`src/hw/rtl/efd_pkg.sv`:
```
`default_nettype none
// ---------------------------------------------------------------------------
// efd_pkg
// Types and constants shared by the escaped frame deframer modules.
// ---------------------------------------------------------------------------
package efd_pkg;

	localparam int unsigned CFG_IDX_W = 3;
	localparam int unsigned SUM_W     = 16;

	localparam logic [CFG_IDX_W-1:0] REG_MAGIC    = 3'd0;
	localparam logic [CFG_IDX_W-1:0] REG_ESCAPE   = 3'd1;
	localparam logic [CFG_IDX_W-1:0] REG_MASK     = 3'd2;
	localparam logic [CFG_IDX_W-1:0] REG_CTRL     = 3'd3;
	localparam logic [CFG_IDX_W-1:0] REG_TARGET   = 3'd4;
	localparam logic [CFG_IDX_W-1:0] REG_LIMIT    = 3'd5;

	localparam logic [7:0] RST_MAGIC  = 8'd126;
	localparam logic [7:0] RST_ESCAPE = 8'd125;
	localparam logic [7:0] RST_MASK   = 8'd32;
	localparam logic [7:0] RST_CTRL   = 8'd0;
	localparam logic [7:0] RST_TARGET = 8'd255;
	localparam logic [7:0] RST_LIMIT  = 8'd10;

	localparam logic [7:0] FAIL_MAX   = 8'hff;

	// bytes of framing overhead besides the length value: start, length, type, end
	localparam int unsigned FRAME_OVERHEAD = 4;

	typedef enum logic [1:0] {
		K_PAYLOAD = 2'd0,
		K_FAIL    = 2'd1,
		K_OTHER   = 2'd2,
		K_STOPPED = 2'd3
	} kind_t;

	typedef enum logic [2:0] {
		PH_GAP   = 3'd0,
		PH_START = 3'd1,
		PH_LEN   = 3'd2,
		PH_BODY  = 3'd3,
		PH_STOP  = 3'd4
	} phase_t;

	typedef enum logic [2:0] {
		ST_IDLE  = 3'd0,
		ST_EVAL  = 3'd1,
		ST_FAIL  = 3'd2,
		ST_STOPK = 3'd3,
		ST_EMIT  = 3'd4
	} seq_t;

	typedef struct packed {
		logic [7:0] magic;
		logic [7:0] escape;
		logic [7:0] mask;
		logic [7:0] ctrl_type;
		logic [7:0] target;
		logic [7:0] limit;
	} cfg_t;

endpackage
`default_nettype wire

```
`src/hw/rtl/efd_frame_ram.sv`:
```
`default_nettype none
// ---------------------------------------------------------------------------
// efd_frame_ram
// Frame buffer: one write port, one read port, registered read data.
// ---------------------------------------------------------------------------
module efd_frame_ram #(
	parameter int unsigned DEPTH = 32,
	parameter int unsigned AW    = $clog2(DEPTH)
) (
	input  wire logic          clk,
	input  wire logic          we,
	input  wire logic [AW-1:0] waddr,
	input  wire logic [7:0]    wdata,
	input  wire logic          re,
	input  wire logic [AW-1:0] raddr,
	output logic      [7:0]    rdata
);

	logic [7:0] mem_q [DEPTH];
	logic [7:0] rdata_q;

	always_ff @(posedge clk) begin
		if (we) begin
			mem_q[waddr] <= wdata;
		end
		if (re) begin
			rdata_q <= mem_q[raddr];
		end
	end

	assign rdata = rdata_q;

endmodule
`default_nettype wire

```
`src/hw/rtl/efd_ctrl.sv`:
```
`default_nettype none
// ---------------------------------------------------------------------------
// efd_ctrl
// Frame parser, fail accounting, result sequencer and output register.
// ---------------------------------------------------------------------------
module efd_ctrl #(
	parameter int unsigned FRAME_BUF_BYTES = 32,
	parameter int unsigned AW              = $clog2(FRAME_BUF_BYTES)
) (
	input  wire logic              clk,
	input  wire logic              arst_n,
	input  wire efd_pkg::cfg_t     cfg,
	input  wire logic              in_valid,
	output logic                   in_ready,
	input  wire logic              in_cmd,
	input  wire logic [7:0]        in_byte,
	input  wire logic              in_gap,
	output logic                   out_valid,
	input  wire logic              out_ready,
	output efd_pkg::kind_t         out_kind,
	output logic [7:0]             out_byte,
	output logic                   out_last,
	output logic [7:0]             out_total,
	output logic                   ram_we,
	output logic [AW-1:0]          ram_waddr,
	output logic [7:0]             ram_wdata,
	output logic                   ram_re,
	output logic [AW-1:0]          ram_raddr,
	input  wire logic [7:0]        ram_rdata
);

	efd_pkg::seq_t   seq_q, seq_d;
	efd_pkg::phase_t phase_q, phase_d, eff_phase;
	efd_pkg::kind_t  fkind_q, ev_fkind;
	efd_pkg::phase_t ev_fphase;
	efd_pkg::kind_t  push_kind;

	logic                     esc_q, esc_d;
	logic [AW-1:0]            idx_q, idx_d;
	logic [AW-1:0]            len_q, len_d;
	logic [efd_pkg::SUM_W-1:0] sum_q, sum_d;
	logic [7:0]               fc_q, fc_d, fc_inc;
	logic [7:0]               type_q, type_d;
	logic                     stop_q, stop_d;
	logic                     cmd_q, gap_q;
	logic [7:0]               byte_q;

	logic                     ev_fail, ev_clear, ev_drain;
	logic [7:0]               ub, folded;
	logic [AW:0]              tail;

	logic                     slot_free, push, push_last, emit_last;
	logic [7:0]               push_byte;

	logic                     m_valid_q, m_last_q;
	efd_pkg::kind_t           m_kind_q;
	logic [7:0]               m_byte_q, m_total_q;

	assign ub        = esc_q ? (byte_q ^ cfg.mask) : byte_q;
	assign tail      = {1'b0, len_q} + (AW+1)'(3);
	assign folded    = sum_q[7:0] + sum_q[15:8];
	assign fc_inc    = (fc_q == efd_pkg::FAIL_MAX) ? fc_q : fc_q + 8'd1;
	assign emit_last = ({1'b0, idx_q} == ({1'b0, len_q} + (AW+1)'(1)));
	assign slot_free = !m_valid_q || out_ready;

	// Parse one event against the current frame state.
	always_comb begin
		eff_phase = phase_q;
		phase_d   = phase_q;
		esc_d     = esc_q;
		idx_d     = idx_q;
		len_d     = len_q;
		sum_d     = sum_q;
		type_d    = type_q;
		fc_d      = fc_q;
		stop_d    = 1'b0;
		ev_fail   = 1'b0;
		ev_clear  = 1'b0;
		ev_drain  = 1'b0;
		ev_fkind  = efd_pkg::K_FAIL;
		ev_fphase = efd_pkg::PH_GAP;
		ram_we    = 1'b0;
		ram_waddr = idx_q;
		ram_wdata = ub;

		if (phase_q == efd_pkg::PH_GAP) begin
			if (cmd_q) begin
				ev_fail = 1'b1;
			end else if (gap_q) begin
				eff_phase = efd_pkg::PH_START;
			end
		end

		if (!ev_fail) begin
			case (eff_phase)
				efd_pkg::PH_START: begin
					if (cmd_q || byte_q != cfg.magic) begin
						ev_fail = 1'b1;
					end else begin
						ram_we    = 1'b1;
						ram_waddr = '0;
						ram_wdata = cfg.magic;
						phase_d   = efd_pkg::PH_LEN;
						esc_d     = 1'b0;
						sum_d     = '0;
						idx_d     = AW'(1);
					end
				end
				efd_pkg::PH_LEN, efd_pkg::PH_BODY: begin
					if (cmd_q) begin
						ev_fail = 1'b1;
					end else if (!esc_q && byte_q == cfg.escape) begin
						esc_d = 1'b1;
					end else begin
						esc_d = 1'b0;
						if (eff_phase == efd_pkg::PH_LEN) begin
							if (({1'b0, ub} + 9'(efd_pkg::FRAME_OVERHEAD)) >
									9'(FRAME_BUF_BYTES)) begin
								ev_fail = 1'b1;
							end else begin
								len_d     = ub[AW-1:0];
								ram_we    = 1'b1;
								ram_waddr = AW'(1);
								sum_d     = {8'h00, ub};
								idx_d     = AW'(2);
								phase_d   = efd_pkg::PH_BODY;
							end
						end else begin
							ram_we = 1'b1;
							if ({1'b0, idx_q} < tail) begin
								sum_d = sum_q + {8'h00, ub};
								idx_d = idx_q + AW'(1);
								if (idx_q == AW'(2)) begin
									type_d = ub;
								end
							end else if (ub != cfg.magic) begin
								ev_fail = 1'b1;
							end else if (type_q != cfg.ctrl_type) begin
								ev_fail   = 1'b1;
								ev_fkind  = efd_pkg::K_OTHER;
								ev_fphase = efd_pkg::PH_START;
							end else if (folded != cfg.target) begin
								ev_fail = 1'b1;
							end else begin
								ev_clear = 1'b1;
								phase_d  = efd_pkg::PH_START;
								ev_drain = (len_q >= AW'(2));
								idx_d    = AW'(3);
							end
						end
					end
				end
				default: ;
			endcase
		end

		if (ev_fail) begin
			fc_d    = fc_inc;
			stop_d  = (fc_inc >= cfg.limit);
			phase_d = (fc_inc >= cfg.limit) ? efd_pkg::PH_STOP : ev_fphase;
			esc_d   = 1'b0;
		end else if (ev_clear) begin
			fc_d = '0;
		end

		// write the buffer only in the cycle that evaluates the beat
		if (seq_q != efd_pkg::ST_EVAL) begin
			ram_we = 1'b0;
		end
	end

	// Result sequencer.
	always_comb begin
		seq_d     = seq_q;
		in_ready  = 1'b0;
		push      = 1'b0;
		push_kind = efd_pkg::K_FAIL;
		push_byte = '0;
		push_last = 1'b1;
		ram_re    = 1'b0;
		ram_raddr = AW'(3);

		case (seq_q)
			efd_pkg::ST_IDLE: begin
				in_ready = 1'b1;
				if (in_valid) begin
					seq_d = efd_pkg::ST_EVAL;
				end
			end
			efd_pkg::ST_EVAL: begin
				if (phase_q == efd_pkg::PH_STOP) begin
					seq_d = efd_pkg::ST_IDLE;
				end else if (ev_fail) begin
					seq_d = efd_pkg::ST_FAIL;
				end else if (ev_drain) begin
					ram_re = 1'b1;
					seq_d  = efd_pkg::ST_EMIT;
				end else begin
					seq_d = efd_pkg::ST_IDLE;
				end
			end
			efd_pkg::ST_FAIL: begin
				if (slot_free) begin
					push      = 1'b1;
					push_kind = fkind_q;
					push_last = !stop_q;
					seq_d     = stop_q ? efd_pkg::ST_STOPK : efd_pkg::ST_IDLE;
				end
			end
			efd_pkg::ST_STOPK: begin
				if (slot_free) begin
					push      = 1'b1;
					push_kind = efd_pkg::K_STOPPED;
					seq_d     = efd_pkg::ST_IDLE;
				end
			end
			efd_pkg::ST_EMIT: begin
				ram_raddr = idx_q + AW'(1);
				if (slot_free) begin
					push      = 1'b1;
					push_kind = efd_pkg::K_PAYLOAD;
					push_byte = ram_rdata;
					push_last = emit_last;
					// fetch the next byte while this one goes out
					ram_re    = !emit_last;
					if (emit_last) begin
						seq_d = efd_pkg::ST_IDLE;
					end
				end
			end
			default: seq_d = efd_pkg::ST_IDLE;
		endcase
	end

	always_ff @(posedge clk or negedge arst_n) begin
		if (!arst_n) begin
			seq_q     <= efd_pkg::ST_IDLE;
			phase_q   <= efd_pkg::PH_GAP;
			esc_q     <= 1'b0;
			idx_q     <= '0;
			len_q     <= '0;
			sum_q     <= '0;
			fc_q      <= '0;
			stop_q    <= 1'b0;
			fkind_q   <= efd_pkg::K_FAIL;
			m_valid_q <= 1'b0;
		end else begin
			seq_q <= seq_d;
			if (seq_q == efd_pkg::ST_EVAL && phase_q != efd_pkg::PH_STOP) begin
				phase_q <= phase_d;
				esc_q   <= esc_d;
				idx_q   <= idx_d;
				len_q   <= len_d;
				sum_q   <= sum_d;
				fc_q    <= fc_d;
				stop_q  <= stop_d;
				fkind_q <= ev_fkind;
			end else if (seq_q == efd_pkg::ST_EMIT && push) begin
				idx_q <= idx_q + AW'(1);
			end
			if (push) begin
				m_valid_q <= 1'b1;
			end else if (out_ready) begin
				m_valid_q <= 1'b0;
			end
		end
	end

	always_ff @(posedge clk) begin
		if (in_valid && in_ready) begin
			cmd_q  <= in_cmd;
			byte_q <= in_byte;
			gap_q  <= in_gap;
		end
		if (seq_q == efd_pkg::ST_EVAL) begin
			type_q <= type_d;
		end
		if (push) begin
			m_kind_q  <= push_kind;
			m_byte_q  <= push_byte;
			m_last_q  <= push_last;
			m_total_q <= fc_q;
		end
	end

	assign out_valid = m_valid_q;
	assign out_kind  = m_kind_q;
	assign out_byte  = m_byte_q;
	assign out_last  = m_last_q;
	assign out_total = m_total_q;

`ifndef SYNTH
	a_accept_to_eval: assert property (@(posedge clk) disable iff (!arst_n)
		(in_valid && in_ready) |=> (seq_q == efd_pkg::ST_EVAL))
		else $error("accepted beat not evaluated next cycle");

	a_stop_sticky: assert property (@(posedge clk) disable iff (!arst_n)
		(phase_q == efd_pkg::PH_STOP) |=> (phase_q == efd_pkg::PH_STOP))
		else $error("receiver left stopped phase");

	a_stopped_is_last: assert property (@(posedge clk) disable iff (!arst_n)
		(m_valid_q && m_kind_q == efd_pkg::K_STOPPED) |-> m_last_q)
		else $error("stopped beat not marked last");

	a_payload_clears_count: assert property (@(posedge clk) disable iff (!arst_n)
		(m_valid_q && m_kind_q == efd_pkg::K_PAYLOAD) |-> (m_total_q == 8'd0))
		else $error("payload beat with non-zero fail count");

	a_body_index_bound: assert property (@(posedge clk) disable iff (!arst_n)
		(phase_q == efd_pkg::PH_BODY) |-> ({1'b0, idx_q} <= tail))
		else $error("body index ran past frame end");
`endif

endmodule
`default_nettype wire

```
`src/hw/rtl/escaped_frame_deframer.sv`:
```
`default_nettype none
// ---------------------------------------------------------------------------
// escaped_frame_deframer
// Recovers escaped, delimited, checksummed frames from UART events and
// streams the payload of valid control frames, with fail accounting.
// ---------------------------------------------------------------------------
//
//  channel   dir  tdata                              tuser      tlast
//  s_axis    in   [7:0] rx_byte, [8] idle_gap        cmd        -
//  m_axis    out  [7:0] payload_byte, [15:8] total   kind       last_of_run
//  cfg       in   cfg_index selects register, cfg_wdata is the value
//
//  An event is taken in the idle state and parsed in the evaluate state.
//  A fail then emits one or two result beats, one per cycle while m_tready
//  allows; a good control frame streams L-1 payload bytes, one per cycle while
//  m_tready allows, from the frame buffer's read port, and the input is held
//  until the last payload byte of the frame has gone to the result register.
//  Reset leaves the receiver waiting for an idle gap; the buffer is not cleared.
//  A stalled m_tready holds the result register and the sequencer; s_tready
//  is high only while no event is being processed.
// ---------------------------------------------------------------------------
module escaped_frame_deframer #(
	parameter int unsigned FRAME_BUF_BYTES = 32
) (
	input  wire logic                          clk,
	input  wire logic                          arst_n,
	input  wire logic                          cfg_we,
	input  wire logic [efd_pkg::CFG_IDX_W-1:0] cfg_index,
	input  wire logic [7:0]                    cfg_wdata,
	input  wire logic                          s_tvalid,
	output logic                               s_tready,
	input  wire logic [15:0]                   s_tdata,  // [7:0] rx_byte, [8] idle_gap
	input  wire logic                          s_tuser,  // [0] cmd
	output logic                               m_tvalid,
	input  wire logic                          m_tready,
	output logic [15:0]                        m_tdata,  // [7:0] payload_byte, [15:8] fail_total
	output logic [1:0]                         m_tuser,  // [1:0] kind
	output logic                               m_tlast
);

	localparam int unsigned AW = $clog2(FRAME_BUF_BYTES);

	efd_pkg::cfg_t  cfg_q;
	efd_pkg::kind_t out_kind;
	logic [7:0]     out_byte, out_total;

	logic           ram_we, ram_re;
	logic [AW-1:0]  ram_waddr, ram_raddr;
	logic [7:0]     ram_wdata, ram_rdata;

	always_ff @(posedge clk or negedge arst_n) begin
		if (!arst_n) begin
			cfg_q.magic     <= efd_pkg::RST_MAGIC;
			cfg_q.escape    <= efd_pkg::RST_ESCAPE;
			cfg_q.mask      <= efd_pkg::RST_MASK;
			cfg_q.ctrl_type <= efd_pkg::RST_CTRL;
			cfg_q.target    <= efd_pkg::RST_TARGET;
			cfg_q.limit     <= efd_pkg::RST_LIMIT;
		end else if (cfg_we) begin
			case (cfg_index)
				efd_pkg::REG_MAGIC:  cfg_q.magic     <= cfg_wdata;
				efd_pkg::REG_ESCAPE: cfg_q.escape    <= cfg_wdata;
				efd_pkg::REG_MASK:   cfg_q.mask      <= cfg_wdata;
				efd_pkg::REG_CTRL:   cfg_q.ctrl_type <= cfg_wdata;
				efd_pkg::REG_TARGET: cfg_q.target    <= cfg_wdata;
				efd_pkg::REG_LIMIT:  cfg_q.limit     <= cfg_wdata;
				default: ;
			endcase
		end
	end

	efd_ctrl #(
		.FRAME_BUF_BYTES(FRAME_BUF_BYTES),
		.AW             (AW)
	) u_ctrl (
		.clk      (clk),
		.arst_n   (arst_n),
		.cfg      (cfg_q),
		.in_valid (s_tvalid),
		.in_ready (s_tready),
		.in_cmd   (s_tuser),
		.in_byte  (s_tdata[7:0]),
		.in_gap   (s_tdata[8]),
		.out_valid(m_tvalid),
		.out_ready(m_tready),
		.out_kind (out_kind),
		.out_byte (out_byte),
		.out_last (m_tlast),
		.out_total(out_total),
		.ram_we   (ram_we),
		.ram_waddr(ram_waddr),
		.ram_wdata(ram_wdata),
		.ram_re   (ram_re),
		.ram_raddr(ram_raddr),
		.ram_rdata(ram_rdata)
	);

	efd_frame_ram #(
		.DEPTH(FRAME_BUF_BYTES),
		.AW   (AW)
	) u_ram (
		.clk  (clk),
		.we   (ram_we),
		.waddr(ram_waddr),
		.wdata(ram_wdata),
		.re   (ram_re),
		.raddr(ram_raddr),
		.rdata(ram_rdata)
	);

	assign m_tdata = {out_total, out_byte};
	assign m_tuser = out_kind;

endmodule
`default_nettype wire

```
`config.mk`:
```
export PLATFORM = sky130hd
export DESIGN_NAME = escaped_frame_deframer
export DESIGN_NICKNAME = d
export VERILOG_FILES = /design/src/hw/rtl/efd_pkg.sv /design/src/hw/rtl/efd_frame_ram.sv /design/src/hw/rtl/efd_ctrl.sv /design/src/hw/rtl/escaped_frame_deframer.sv
export SDC_FILE = /design/constraint.sdc
export NUM_CORES = 1
export LEC_CHECK = 0
export ABC_AREA = 0
export BUFFER_PORTS_ARGS = -buffer_cell sky130_fd_sc_hd__buf_2
export CORE_ASPECT_RATIO = 0.6
export CORE_MARGIN = 3
export CORE_UTILIZATION = 60
export CTS_BUF_LIST = sky130_fd_sc_hd__clkbuf_8 sky130_fd_sc_hd__clkbuf_16
export DETAILED_ROUTE_END_ITERATION = 6
export GPL_TIMING_DRIVEN = 0
export HOLD_SLACK_MARGIN = 0.15
export MAX_ROUTING_LAYER = met4
export PLACE_DENSITY = 0.77
export SLEW_MARGIN = 10
export SYNTH_ARGS = -nofsm -noshare
export SYNTH_HDL_FRONTEND = slang
export SYNTH_HIERARCHICAL = 1
export SYNTH_SLANG_ARGS = --single-unit
export TNS_END_PERCENT = 100
```
`constraint.sdc`:
```
create_clock -name clk -period 9.6 [get_ports clk]
set_clock_uncertainty 0.2 [all_clocks]
set_input_delay 0.96 -clock clk [delete_from_list [all_inputs] [get_ports clk]]
set_output_delay 0.96 -clock clk [all_outputs]
set_load 0.01 [all_outputs]
```
==> impl_metrics.env <==
export IMPL_status="finished, final reports clean"
export IMPL_ir_drop_mv=0.1430
export IMPL_ys_async_sr_fraction_pct=23.60
export IMPL_drive_gt1_share_pct=24.02
export IMPL_synth_fp_nets=1254
export IMPL_power_leakage_uw=0.007014
export IMPL_tightest_slew_ps=1081
export IMPL_core_area_um2=29130
export IMPL_ys_seq_area_share_pct=63.39
export IMPL_nNetsFinal=1343
export IMPL_die_h_um=140.1
export IMPL_ys_warn_count=6
export IMPL_grt_usage_pct=28.11
export IMPL_clkTransAtPathRegs_ps=70
export IMPL_critical_path_max_fanout=8
export IMPL_grt_start_max_net_pins=64
export IMPL_syn_avg_cell_area_um2=15.17
export IMPL_clk_latency_ps=540
export IMPL_path_delay_family="simple AND/OR/NAND/NOR gates"
export IMPL_synthCells=1185
export IMPL_cts_sinks=394
export IMPL_rsz0062_at_grt="false"
export IMPL_synth_flop_cell="edfxtp_1"
export IMPL_cp_required_ps=9560
export IMPL_synth_most_common_cell="edfxtp_1"
export IMPL_synth_cell_type_count=80
export IMPL_arrival_ps=4760
export IMPL_finish_utilization_pct=68.68
export IMPL_crit_buf_inv=0
export IMPL_syn_area_um2=17980
export IMPL_fin_total_pwr_uw=4474
export IMPL_cts_root_buf="clkbuf_16"
export IMPL_clock_fmax_ghz=0.2083
export IMPL_htree_levels=2
export IMPL_diodes=0
export IMPL_avgRoutedWirePerCell_um=25.26
export IMPL_worst_setup_path_end_kind="register"
export IMPL_grt_pass1_vias=10310
export IMPL_hpwl_um=30080
export IMPL_slew_viol_final=0
export IMPL_slew_limit_headroom_pct=27.31
export IMPL_grt_pass1_wl_um=65100
export IMPL_grt_ovfl_total=0
export IMPL_dr_pass1_iters=6
export IMPL_setup_viol=0
export IMPL_fin_setup_tns_ps=0
export IMPL_hold_viol=0
export IMPL_cts_resized=0
export IMPL_slowest_delay_ps=800
export IMPL_ant_nets=0
export IMPL_cts_buffers=37
export IMPL_synth_common_cells="edfxtp_1, nor2_1, mux4_2"
export IMPL_ios=54
export IMPL_drv_cap=0
export IMPL_cts_tree="built"
export IMPL_powerDensity_nw_per_um2=223.6
export IMPL_start_kind="register"
export IMPL_drt_iter0_markers=1740
export IMPL_dieArea_um2=32150
export IMPL_routed_wl_um=43010
export IMPL_whs_ps=169.8
export IMPL_drc=0
export IMPL_synth_edff_count=301
export IMPL_synth_seq_cells=394
export IMPL_post_cts_buffers=0
export IMPL_hp_class="in2async"
export IMPL_cp_slowest_cell="xnor2_1"
export IMPL_fp_row_count=48
export IMPL_areaGrowthSynthToFinish_pct=11.27
export IMPL_viasPerCell=6.415
export IMPL_fin_crit_ps=4801
export IMPL_clockBufferDepth=3
export IMPL_die_x_um=229.5
export IMPL_initial_core_util_pct=61.72
export IMPL_vias=10930
export IMPL_cts_hold_buf=0
export IMPL_path_class="reg2reg"
export IMPL_path_cells="nand2_1, xnor2_1, a41oi_1, and4_1, nor2b_1, and2_1, or3b_2, nor2_1"
export IMPL_yosysTopAreaCell="edfxtp_1"
export IMPL_netlist_top_cells_area="edfxtp_1, mux4_2, dfrtp_1"
export IMPL_io_buffer_count=45
export IMPL_yosysTopAreaCellShare_pct=50.27
export IMPL_antenna_found_initial=1
export IMPL_fin_crit_sh_pct=50.01
export IMPL_globalplace_congestion=0.9451
[metrics by stage]
stage / worst slack, ps / instance area [um2] / instances
floorplan: 6043 / 17980 / 1185
global placement: 4811 / 18700 / 1630
detailed placement: 4838 / 18840 / 1635
CTS: 4848 / 20000 / 1703
global route: 4672 / 20000 / 1703
finish: 4799 / 20000 / 1703
[final timing paths]
check,endpoint,depth (start not counted),startpoint,slack (ps)
hold reg to reg,u_ctrl/out_total[3],0,u_ctrl/fc_q[3],250
setup reg to reg,u_ram/mem_q[17][5],8,u_ctrl/esc_q,4800
min in group clk,u_ctrl/out_total[3],0,u_ctrl/fc_q[3],250
setup / recovery,u_ram/mem_q[17][5],8,u_ctrl/esc_q,4800
hold / removal,u_ctrl/fc_q[1],1,arst_n,170
max in group asynchronous,cfg_q[15],2,arst_n,8280
[worst reg2reg max path: cells and delay by family, from the launching register on]
kind             cells  cell delay (ps)
AO/OA/AOI/OAI        1              560
XOR/XNOR             1              800
flip-flops           1              530
AND/OR/NAND/NOR      6             2330
[registers in the layout, summed over array words and instances (netlist names), 2 cells and up]
name              count
u_ctrl/sum_q         16
u_ctrl/out_total      8
u_ctrl/out_byte       8
u_ctrl/out_kind       2
u_ctrl/len_q          5
cfg_q                48
u_ctrl/fkind_q        2
u_ctrl/byte_q         8
u_ctrl/type_q         8
u_ram/rdata           8
u_ctrl/fc_q           8
u_ctrl/idx_q          5
u_ctrl/phase_q        3
u_ctrl/seq_q          3
u_ram/mem_q         256
[area by class of cell]
type | instances | area (um2)
timing repair buffer | 50 | 312.8
clock inverter | 29 | 183.9
buffer | 56 | 285.3
sequential | 394 | 11400
multi-input combinational | 709 | 6252
inverter | 26 | 97.59
clock buffer | 39 | 975.9
tap | 400 | 500.5
fill | 1908 | 9124
[layout by cell type (no fill, tap or decap), types with 10 or more instances in the layout]
cell type / synthesis / final
or3_1: 11 / 11
nand2b_1: 13 / 13
clkbuf_16: 0 / 39
and3_1: 14 / 14
dfrtp_1: 69 / 69
buf_2: 9 / 53
a21oi_1: 33 / 28
mux4_2: 80 / 80
clkbuf_1: 28 / 28
nand4_1: 11 / 11
nand2_1: 59 / 59
dfstp_2: 24 / 24
ha_1: 34 / 34
nand3_1: 22 / 22
nor2b_1: 12 / 12
nand3b_1: 10 / 10
o31ai_1: 13 / 13
mux2_2: 63 / 63
xnor2_1: 48 / 48
edfxtp_1: 301 / 301
nor2_1: 88 / 88
inv_1: 26 / 36
xor2_1: 22 / 22
o21ai_0: 43 / 43
nor3_1: 22 / 21
[kinds of logic (layout without fill, tap and decap cells)]
group | Yosys count | after routing | share of synthesized area, %
flops | 394 | 394 | 63.39
compound gates | 155 | 155 | 5.630
mux | 145 | 145 | 14.11
fa+ha+maj | 36 | 36 | 2.589
simple gates | 302 | 302 | 8.658
xor+xnor | 71 | 71 | 3.501
buf+inv | 82 | 200 | 2.129
[metal layers]
layer  GRT usage, %  wire length (um)
met5              -                 0
met4          5.077               529
met3          10.08              6417
met2          34.16             16790
met1          45.29             19270
[where the power goes]
| part | switching, uW | internal [uW] | total [uW] |
|---|---|---|---|
| sequential | 111 | 2010 | 2120 |
| combinational | 589 | 346 | 936 |
| clock | 626 | 790 | 1420 |
| total | 1330 | 3150 | 4470 |
Note: power is estimated with default switching activity, not from simulation.
